### config.mk
export PLATFORM = sky130hd
export DESIGN_NAME = io_port_keyboard_decoder_top
export DESIGN_NICKNAME = d
export VERILOG_FILES = /design/src/iokd_pkg.sv /design/src/io_port_keyboard_decoder_top.sv
export SDC_FILE = /design/constraint.sdc
export NUM_CORES = 1
export LEC_CHECK = 0
export ABC_AREA = 0
export BUFFER_PORTS_ARGS = -buffer_cell sky130_fd_sc_hd__buf_2
export CORE_MARGIN = 8
export CORE_UTILIZATION = 43
export CTS_BUF_LIST = sky130_fd_sc_hd__clkbuf_2
export CTS_CLUSTER_SIZE = 24
export DETAILED_ROUTE_END_ITERATION = 7
export GPL_ROUTABILITY_DRIVEN = 0
export PLACE_DENSITY = 0.79
export SYNTH_ARGS = -nofsm -noshare
export SYNTH_HDL_FRONTEND = slang
export SYNTH_SLANG_ARGS = --single-unit
### constraint.sdc
create_clock -name clk -period 2.6 [get_ports clk]
set_input_delay 0.52 -clock clk [delete_from_list [all_inputs] [get_ports clk]]
set_output_delay 0.52 -clock clk [all_outputs]
set_load 0.02 [all_outputs]
### src/iokd_pkg.sv
// Package with the codes, constants and field types of the I/O port keyboard decoder.
`timescale 1ns / 1ps

package iokd_pkg;

  localparam int CfgIndexWidth = 3;
  localparam int CfgDataWidth  = 6;
  localparam int InDataWidth   = 96;
  localparam int OutDataWidth  = 40;

  typedef enum logic [CfgIndexWidth-1:0] {
    CFG_SOUND_KIND       = 3'd0,
    CFG_NTSC_MODE        = 3'd1,
    CFG_COLOUR_SUPPORTED = 3'd2,
    CFG_RAM_KILOBYTES    = 3'd3,
    CFG_LOW_RAM_ENABLED  = 3'd4
  } cfg_index_t;

  typedef enum logic [1:0] {
    SOUND_NONE       = 2'd0,
    SOUND_VSYNC_BEEP = 2'd1,
    SOUND_SYNC_BEEP  = 2'd2,
    SOUND_CHIP       = 2'd3
  } sound_kind_t;

  typedef enum logic [1:0] {
    BEEP_NONE = 2'd0,
    BEEP_LOW  = 2'd1,
    BEEP_HIGH = 2'd2
  } beeper_event_t;

  typedef enum logic [2:0] {
    ACCESS_UNCHANGED = 3'd0,
    ACCESS_READ_FE   = 3'd1,
    ACCESS_WRITE_FD  = 3'd2,
    ACCESS_WRITE_FE  = 3'd3,
    ACCESS_WRITE_FF  = 3'd4
  } access_kind_t;

  typedef enum logic [1:0] {
    COLOUR_NONE    = 2'd0,
    COLOUR_ENABLE  = 2'd1,
    COLOUR_DISABLE = 2'd2
  } colour_event_t;

  localparam logic [7:0] COLOUR_PORT_HIGH = 8'h7f;
  localparam logic [7:0] COLOUR_PORT_LOW  = 8'hef;
  localparam logic [7:0] READ_IDLE        = 8'hff;
  localparam logic [7:0] COLOUR_PROBE_OK  = 8'h02;
  localparam logic [7:0] TAPE_BIT         = 8'h80;
  localparam logic [7:0] NTSC_BIT         = 8'h40;
  localparam logic [7:0] COLOUR_MODE_MASK = 8'h30;
  localparam logic [7:0] BORDER_MASK      = 8'h0f;
  localparam logic [7:0] PORT_CHIP_DATA_A = 8'h0f;
  localparam logic [7:0] PORT_CHIP_DATA_B = 8'h1f;
  localparam logic [7:0] PORT_CHIP_SEL_A  = 8'hbf;
  localparam logic [7:0] PORT_CHIP_SEL_B  = 8'hcf;
  localparam logic [7:0] PORT_CHIP_SEL_C  = 8'hdf;
  localparam logic [7:0] PORT_FD          = 8'hfd;
  localparam logic [7:0] PORT_FE          = 8'hfe;
  localparam logic [5:0] COLOUR_MIN_KB    = 6'd48;
  localparam logic [5:0] RAM_RESET_KB     = 6'd16;
  localparam logic [3:0] BORDER_RESET     = 4'hf;

  typedef struct packed {
    logic         frame_unsynced;
    logic         tape_level;
    logic         tape_active;
    logic [63:0]  key_rows;
    logic [7:0]   write_data;
    logic [7:0]   port_low;
    logic [7:0]   port_high;
  } in_fields_t;

  typedef struct packed {
    logic [3:0]   border_next;
    logic [1:0]   colour_event;
    logic [5:0]   colour_mode;
    logic [2:0]   access_kind;
    logic [7:0]   chip_data;
    logic [3:0]   chip_register;
    logic         chip_write;
    logic [1:0]   beeper_event;
    logic [7:0]   read_data;
  } out_fields_t;

endpackage

### src/io_port_keyboard_decoder_top.sv
// I/O port keyboard decoder: decodes one port access per item into a result item.
// A result is registered and appears in the cycle after its item is accepted.
// Throughput: one item per cycle unless stalled; the single result register is refilled while it is taken.
// The item is decoded in one pass from the input ports into that result register.
// Reset (rst, synchronous): result empty, configuration to its defaults,
// sound register select and colour mode zero, pending border fifteen.
`timescale 1ns / 1ps

module io_port_keyboard_decoder_top (
  input  logic                                clk,
  input  logic                                rst,
  input  logic                                cfg_we,
  input  logic [iokd_pkg::CfgIndexWidth-1:0]  cfg_index,
  input  logic [iokd_pkg::CfgDataWidth-1:0]   cfg_data,
  input  logic                                s_axis_tvalid,
  output logic                                s_axis_tready,
  // port_high [7:0], port_low [15:8], write_data [23:16], key_rows [87:24],
  // tape_active [88], tape_level [89], frame_unsynced [90], zero [95:91]
  input  logic [iokd_pkg::InDataWidth-1:0]    s_axis_tdata,
  // mode [0]
  input  logic                                s_axis_tuser,
  output logic                                m_axis_tvalid,
  input  logic                                m_axis_tready,
  // read_data [7:0], beeper_event [9:8], chip_write [10], chip_register [14:11],
  // chip_data [22:15], access_kind [25:23], colour_mode [31:26],
  // colour_event [33:32], border_next [37:34], zero [39:38]
  output logic [iokd_pkg::OutDataWidth-1:0]   m_axis_tdata
);

  // Configuration registers
  iokd_pkg::sound_kind_t sound_kind;
  logic                  ntsc_mode;
  logic                  colour_supported;
  logic [5:0]            ram_kilobytes;
  logic                  low_ram_enabled;

  // Decoder state
  logic [3:0] sound_reg_select, sound_reg_select_next;
  logic [5:0] colour_mode_reg, colour_mode_reg_next;
  logic [3:0] border_pending, border_pending_next;

  iokd_pkg::in_fields_t  in_f;
  iokd_pkg::out_fields_t res, result;

  logic       accept;
  logic       colour_port;
  logic       beep_cond;
  logic       ram_ok;
  logic [7:0] row_and;
  logic [7:0] read_xor;
  logic [7:0] mode_bits;

  assign in_f          = iokd_pkg::in_fields_t'(s_axis_tdata[90:0]);
  assign s_axis_tready = ~m_axis_tvalid | m_axis_tready;
  assign accept        = s_axis_tvalid & s_axis_tready;
  assign m_axis_tdata  = {2'b00, result};

  always_ff @(posedge clk) begin
    if (rst) begin
      sound_kind       <= iokd_pkg::SOUND_NONE;
      ntsc_mode        <= 1'b0;
      colour_supported <= 1'b0;
      ram_kilobytes    <= iokd_pkg::RAM_RESET_KB;
      low_ram_enabled  <= 1'b0;
    end else if (cfg_we) begin
      unique case (cfg_index)
        iokd_pkg::CFG_SOUND_KIND:       sound_kind <= iokd_pkg::sound_kind_t'(cfg_data[1:0]);
        iokd_pkg::CFG_NTSC_MODE:        ntsc_mode <= cfg_data[0];
        iokd_pkg::CFG_COLOUR_SUPPORTED: colour_supported <= cfg_data[0];
        iokd_pkg::CFG_RAM_KILOBYTES:    ram_kilobytes <= cfg_data;
        iokd_pkg::CFG_LOW_RAM_ENABLED:  low_ram_enabled <= cfg_data[0];
        default: ;
      endcase
    end
  end

  assign colour_port = (in_f.port_high == iokd_pkg::COLOUR_PORT_HIGH) &&
                       (in_f.port_low == iokd_pkg::COLOUR_PORT_LOW);
  assign beep_cond   = (sound_kind == iokd_pkg::SOUND_VSYNC_BEEP) ||
                       ((sound_kind == iokd_pkg::SOUND_SYNC_BEEP) && in_f.frame_unsynced);
  assign ram_ok      = (ram_kilobytes >= iokd_pkg::COLOUR_MIN_KB) && low_ram_enabled;
  assign mode_bits   = in_f.write_data & iokd_pkg::COLOUR_MODE_MASK;

  // Every row whose select bit is low pulls its pressed keys into the result.
  always_comb begin
    row_and = 8'hff;
    for (int i = 0; i < 8; i++) begin
      if (!in_f.port_high[i]) begin
        row_and = row_and & in_f.key_rows[8*i +: 8];
      end
    end
  end

  always_comb begin
    if (in_f.tape_active) begin
      read_xor = (ntsc_mode ? iokd_pkg::NTSC_BIT : 8'h00) |
                 (in_f.tape_level ? 8'h00 : iokd_pkg::TAPE_BIT);
    end else begin
      read_xor = iokd_pkg::TAPE_BIT;
    end
  end

  always_comb begin
    sound_reg_select_next = sound_reg_select;
    colour_mode_reg_next  = colour_mode_reg;
    border_pending_next   = border_pending;
    res                   = '0;
    res.read_data         = iokd_pkg::READ_IDLE;
    res.beeper_event      = iokd_pkg::BEEP_NONE;
    res.access_kind       = iokd_pkg::ACCESS_UNCHANGED;
    res.colour_event      = iokd_pkg::COLOUR_NONE;
    if (!s_axis_tuser) begin
      if (colour_port) begin
        if (ram_ok && colour_supported) begin
          res.read_data = iokd_pkg::COLOUR_PROBE_OK;
        end
      end else if (!in_f.port_low[0]) begin
        res.access_kind = iokd_pkg::ACCESS_READ_FE;
        if (beep_cond) begin
          res.beeper_event = iokd_pkg::BEEP_LOW;
        end
        res.read_data = row_and ^ read_xor;
      end
    end else begin
      if (beep_cond) begin
        res.beeper_event = iokd_pkg::BEEP_HIGH;
      end
      if (colour_port) begin
        res.access_kind = iokd_pkg::ACCESS_WRITE_FF;
        if (colour_supported) begin
          if (mode_bits == 8'h00) begin
            res.colour_event     = iokd_pkg::COLOUR_DISABLE;
            colour_mode_reg_next = 6'd0;
          end else if (!ram_ok) begin
            // Colour asked for without enough memory or with low RAM disabled: the mode falls back to off silently.
            colour_mode_reg_next = 6'd0;
          end else begin
            res.colour_event     = iokd_pkg::COLOUR_ENABLE;
            colour_mode_reg_next = mode_bits[5:0];
            border_pending_next  = in_f.write_data[3:0];
          end
        end
      end else begin
        unique case (in_f.port_low)
          iokd_pkg::PORT_CHIP_DATA_A, iokd_pkg::PORT_CHIP_DATA_B: begin
            if (sound_kind == iokd_pkg::SOUND_CHIP) begin
              res.chip_write = 1'b1;
              res.chip_data  = in_f.write_data;
            end
          end
          iokd_pkg::PORT_CHIP_SEL_A, iokd_pkg::PORT_CHIP_SEL_B,
          iokd_pkg::PORT_CHIP_SEL_C: begin
            if (sound_kind == iokd_pkg::SOUND_CHIP) begin
              sound_reg_select_next = in_f.write_data[3:0];
            end
          end
          iokd_pkg::PORT_FD: res.access_kind = iokd_pkg::ACCESS_WRITE_FD;
          iokd_pkg::PORT_FE: res.access_kind = iokd_pkg::ACCESS_WRITE_FE;
          default:           res.access_kind = iokd_pkg::ACCESS_WRITE_FF;
        endcase
      end
    end
    // The result carries the state as it stands after this item.
    res.chip_register = sound_reg_select_next;
    res.colour_mode   = colour_mode_reg_next;
    res.border_next   = border_pending_next;
  end

  always_ff @(posedge clk) begin
    if (rst) begin
      m_axis_tvalid    <= 1'b0;
      sound_reg_select <= 4'd0;
      colour_mode_reg  <= 6'd0;
      border_pending   <= iokd_pkg::BORDER_RESET;
    end else begin
      if (accept) begin
        m_axis_tvalid    <= 1'b1;
        sound_reg_select <= sound_reg_select_next;
        colour_mode_reg  <= colour_mode_reg_next;
        border_pending   <= border_pending_next;
      end else if (m_axis_tready) begin
        m_axis_tvalid <= 1'b0;
      end
    end
  end

  always_ff @(posedge clk) begin
    if (accept) begin
      result <= res;
    end
  end

  a_chip_write_no_kind: assert property (@(posedge clk) disable iff (rst)
    (m_axis_tvalid && result.chip_write) |->
      (result.access_kind == iokd_pkg::ACCESS_UNCHANGED))
    else $error("sound chip strobe carries an access kind");

  a_colour_enable_mode: assert property (@(posedge clk) disable iff (rst)
    (m_axis_tvalid && result.colour_event == iokd_pkg::COLOUR_ENABLE) |->
      (result.colour_mode != 6'd0 && result.access_kind == iokd_pkg::ACCESS_WRITE_FF))
    else $error("colour enable without a colour mode");

  a_colour_disable_mode: assert property (@(posedge clk) disable iff (rst)
    (m_axis_tvalid && result.colour_event == iokd_pkg::COLOUR_DISABLE) |->
      (result.colour_mode == 6'd0))
    else $error("colour disable leaves a colour mode");

  a_beep_low_on_read: assert property (@(posedge clk) disable iff (rst)
    (m_axis_tvalid && result.beeper_event == iokd_pkg::BEEP_LOW) |->
      (result.access_kind == iokd_pkg::ACCESS_READ_FE))
    else $error("beeper low event outside a keyboard read");

  a_state_only_on_accept: assert property (@(posedge clk) disable iff (rst)
    !accept |=> ($stable(sound_reg_select) && $stable(colour_mode_reg) &&
                 $stable(border_pending)))
    else $error("decoder state changed without an item");

endmodule

==> out/qor.txt <==
Mapped Cells - 264
Crit Path Category - reg -> reg
CP max FO - 7
Design Power - 0.00188 W
port bufs - 143
EDFF count, synth - 38
largest delay contributor family on the critical path - simple AND/OR/NAND/NOR gates
largest area contributor in the synthesized netlist - edfxtp_1
CTS tree - yes
CP cell instances - nand3_1 > nor3_2 > nand3_1 > a21o_1
antenna violations before repair - 1
CTS Buf Count - 9
Post-Synth Simple-Gate Area - 0.200
post-layout util - 0.570
CP Capture Type - flip-flop
largest family of logic cells by synthesized area - simple AND/OR/NAND/NOR gates
via/cell ratio - 5.73
final setup TNS - 0 ps
Yosys cell types - 51
placed cell area - 0.00375 mm^2
Synth Area in XOR/XNOR - 0.00585
first-pass GRT wire length - 14400 um
post-CTS setup buffer count - 0
Max Root-Sink Buffers - 2
WP data required - 2820 ps
Synth Warn # - 0
arrival time at the worst endpoint - 2020 ps
Slew @ Worst Pin - 718 ps
Tot GR Track Use - 0.186
fillcell total - 628
flip-flop and latch area - 0.00158 mm^2
top cells by area, synth - edfxtp_1, dfxtp_1, o22ai_1
WL final - 9160 um
VDD IR-drop max - 0.318 mV
flops & latches, synth - 60
Final period util - 0.691
Setup crit start kind - flip-flop
FMAX - 0.557 GHz
DRC viols - 0
Synth async-reset ratio - 0
RSZ-0062 raised after global routing - false
Final nets - 517
power density cells - 489 mW/mm^2
Post-Syn Area per Cell - 11.3 um^2
cts repair resizes - 0
fraction of layout cells with a size suffix above 1 - 0.438
share of the synthesized area in the top cell type - 0.381
Rows - 30
crit path time final - 1800 ps
WP buf/inv - 0
Final Instance Area - 0.00385 mm^2
pre-CTS setup slack - 545 ps
Clock Latency Late Sink - 470 ps
routed vias - 2821
wire per inst - 18.6 um
cts-stage hold buffer count - 0
clk_skew - 25.1 ps
max reg flops - 38
CTS sink count - 60
first-pass iteration count of the detailed router - 5
post-route ant nets - 0
I/O pins - 153
Clock transition at path regs - 150 ps
Synth Area in Compound Gates - 0.159
sequential area share after synthesis - 0.528
Hold Fails Final Rpt - 0
Max-Cap Viols - 0
starting density of the core - 0.443
placed wire-length estimate - 7310 um
mux share of post-synthesis cell area - 0.0644
relative slew slack - 0.517
Multi-input gate area - 0.00129 mm^2
Die H - 99.4 um
DRT iter0 DRCs - 214
Post-synth top flop - edfxtp_1
Max Transition Viols Final - 0
Max stage delay on crit path - 480 ps
Leak - 1.57 nW
final worst setup slack - 803 ps
Cell Area, Synth - 0.00299 mm^2
total die area - 0.00989 mm^2
area of the core - 0.00676 mm^2
die width - 99.4 um
Slowest-stage cell, CP - nor3_2
vias in the first global route - 2830
Synth Area in Adders - 0
area delta synth->final - 28.7%
final setup fails - 0
largest net degree at the start of global routing - 32
status - completed
CTS Root Cell - clkbuf_2
grt ovf - 0
Worst path most repeated cell - nand3_1
H-Tree Depth - 3
Hold Path Class - in -> reg
worst reg2reg max path: stages, from the launching register on:
cell and delay, ps:
dfxtp_1 370, nand3_1 200, nor3_2 480, nand3_1 280, a21o_1 240
kinds of logic (layout without fill, tap and decap cells):
kind of cell    Yosys count  in the layout
other cells               1              3
compound gates           70             70
xor+xnor                  2              2
mux                      18             18
buf+inv                  22            168
simple gates             91             91
flops                    60             60
cells in the final DEF (no fill, tap or decap), types with 5 or more instances in the layout:
master	n
nor3_1	5
o41ai_1	6
clkbuf_2	10
dfxtp_1	22
o22ai_1	32
nor2_1	13
buf_2	143
edfxtp_1	38
mux2_2	10
o21ai_0	7
a21o_1	5
and2_1	12
a21oi_1	8
mux2i_1	8
nand3_1	14
inv_1	6
nand4_1	8
synth_stat cells, types with 7 or more instances:
cell and number:
edfxtp_1 38, o22ai_1 32, dfxtp_1 22, nand3_1 14, nor2_1 13, and2_1 12, mux2_2 10, a21oi_1 8
buf_4 8, mux2i_1 8, nand4_1 8, o21ai_0 7
area by class of cell:
class,instances,area share
diodes,1,0.000649
clock buffers,10,0.0130
clock inverters,6,0.0143
inverters,7,0.00714
multi-input cells,183,0.336
flip-flops and latches,60,0.410
well taps,80,0.0260
repair buffers,145,0.193
metal layers:
metal / vias up / wire length, um / global-route usage
li1: 1330 / - / -
met1: 1319 / 3770 / 0.221
met2: 148 / 4440 / 0.300
met3: 24 / 677 / 0.0496
met4: 0 / 269 / 0.100
met5: - / 0 / 0
per-stage QoR:
stage | hold slack, ps | instances
after floorplan | 445 | 265
after global placement | 456 | 475
after detailed placement | 462 | 475
after CTS | 225 | 491
after global routing | 239 | 492
final | 266 | 492
final timing paths:
path / startpoint / end / slack [ps] / cells after the start
setup reg to reg: ram_kilobytes[4]$_SDFFE_PP1P_ / m_axis_tdata[2]$_SDFFCE_PP1P_ / 800 / 4
hold reg to reg: colour_mode_reg[1]$_SDFFE_PP0P_ / colour_mode_reg[1]$_SDFFE_PP0P_ / 480 / 1
setup / recovery: ram_kilobytes[4]$_SDFFE_PP1P_ / m_axis_tdata[2]$_SDFFCE_PP1P_ / 800 / 4
hold / removal: cfg_data[4] / ram_kilobytes[4]$_SDFFE_PP1P_ / 270 / 3
power breakdown:
group	internal (W)	total, W	switching [W]
Sequential	0.00104	0.00105	0.00000812
Combinational	0.000117	0.000297	0.000179
Clock	0.000217	0.000537	0.000320
Total	0.00138	0.00188	0.000508
(Power assumes the default switching activity.)
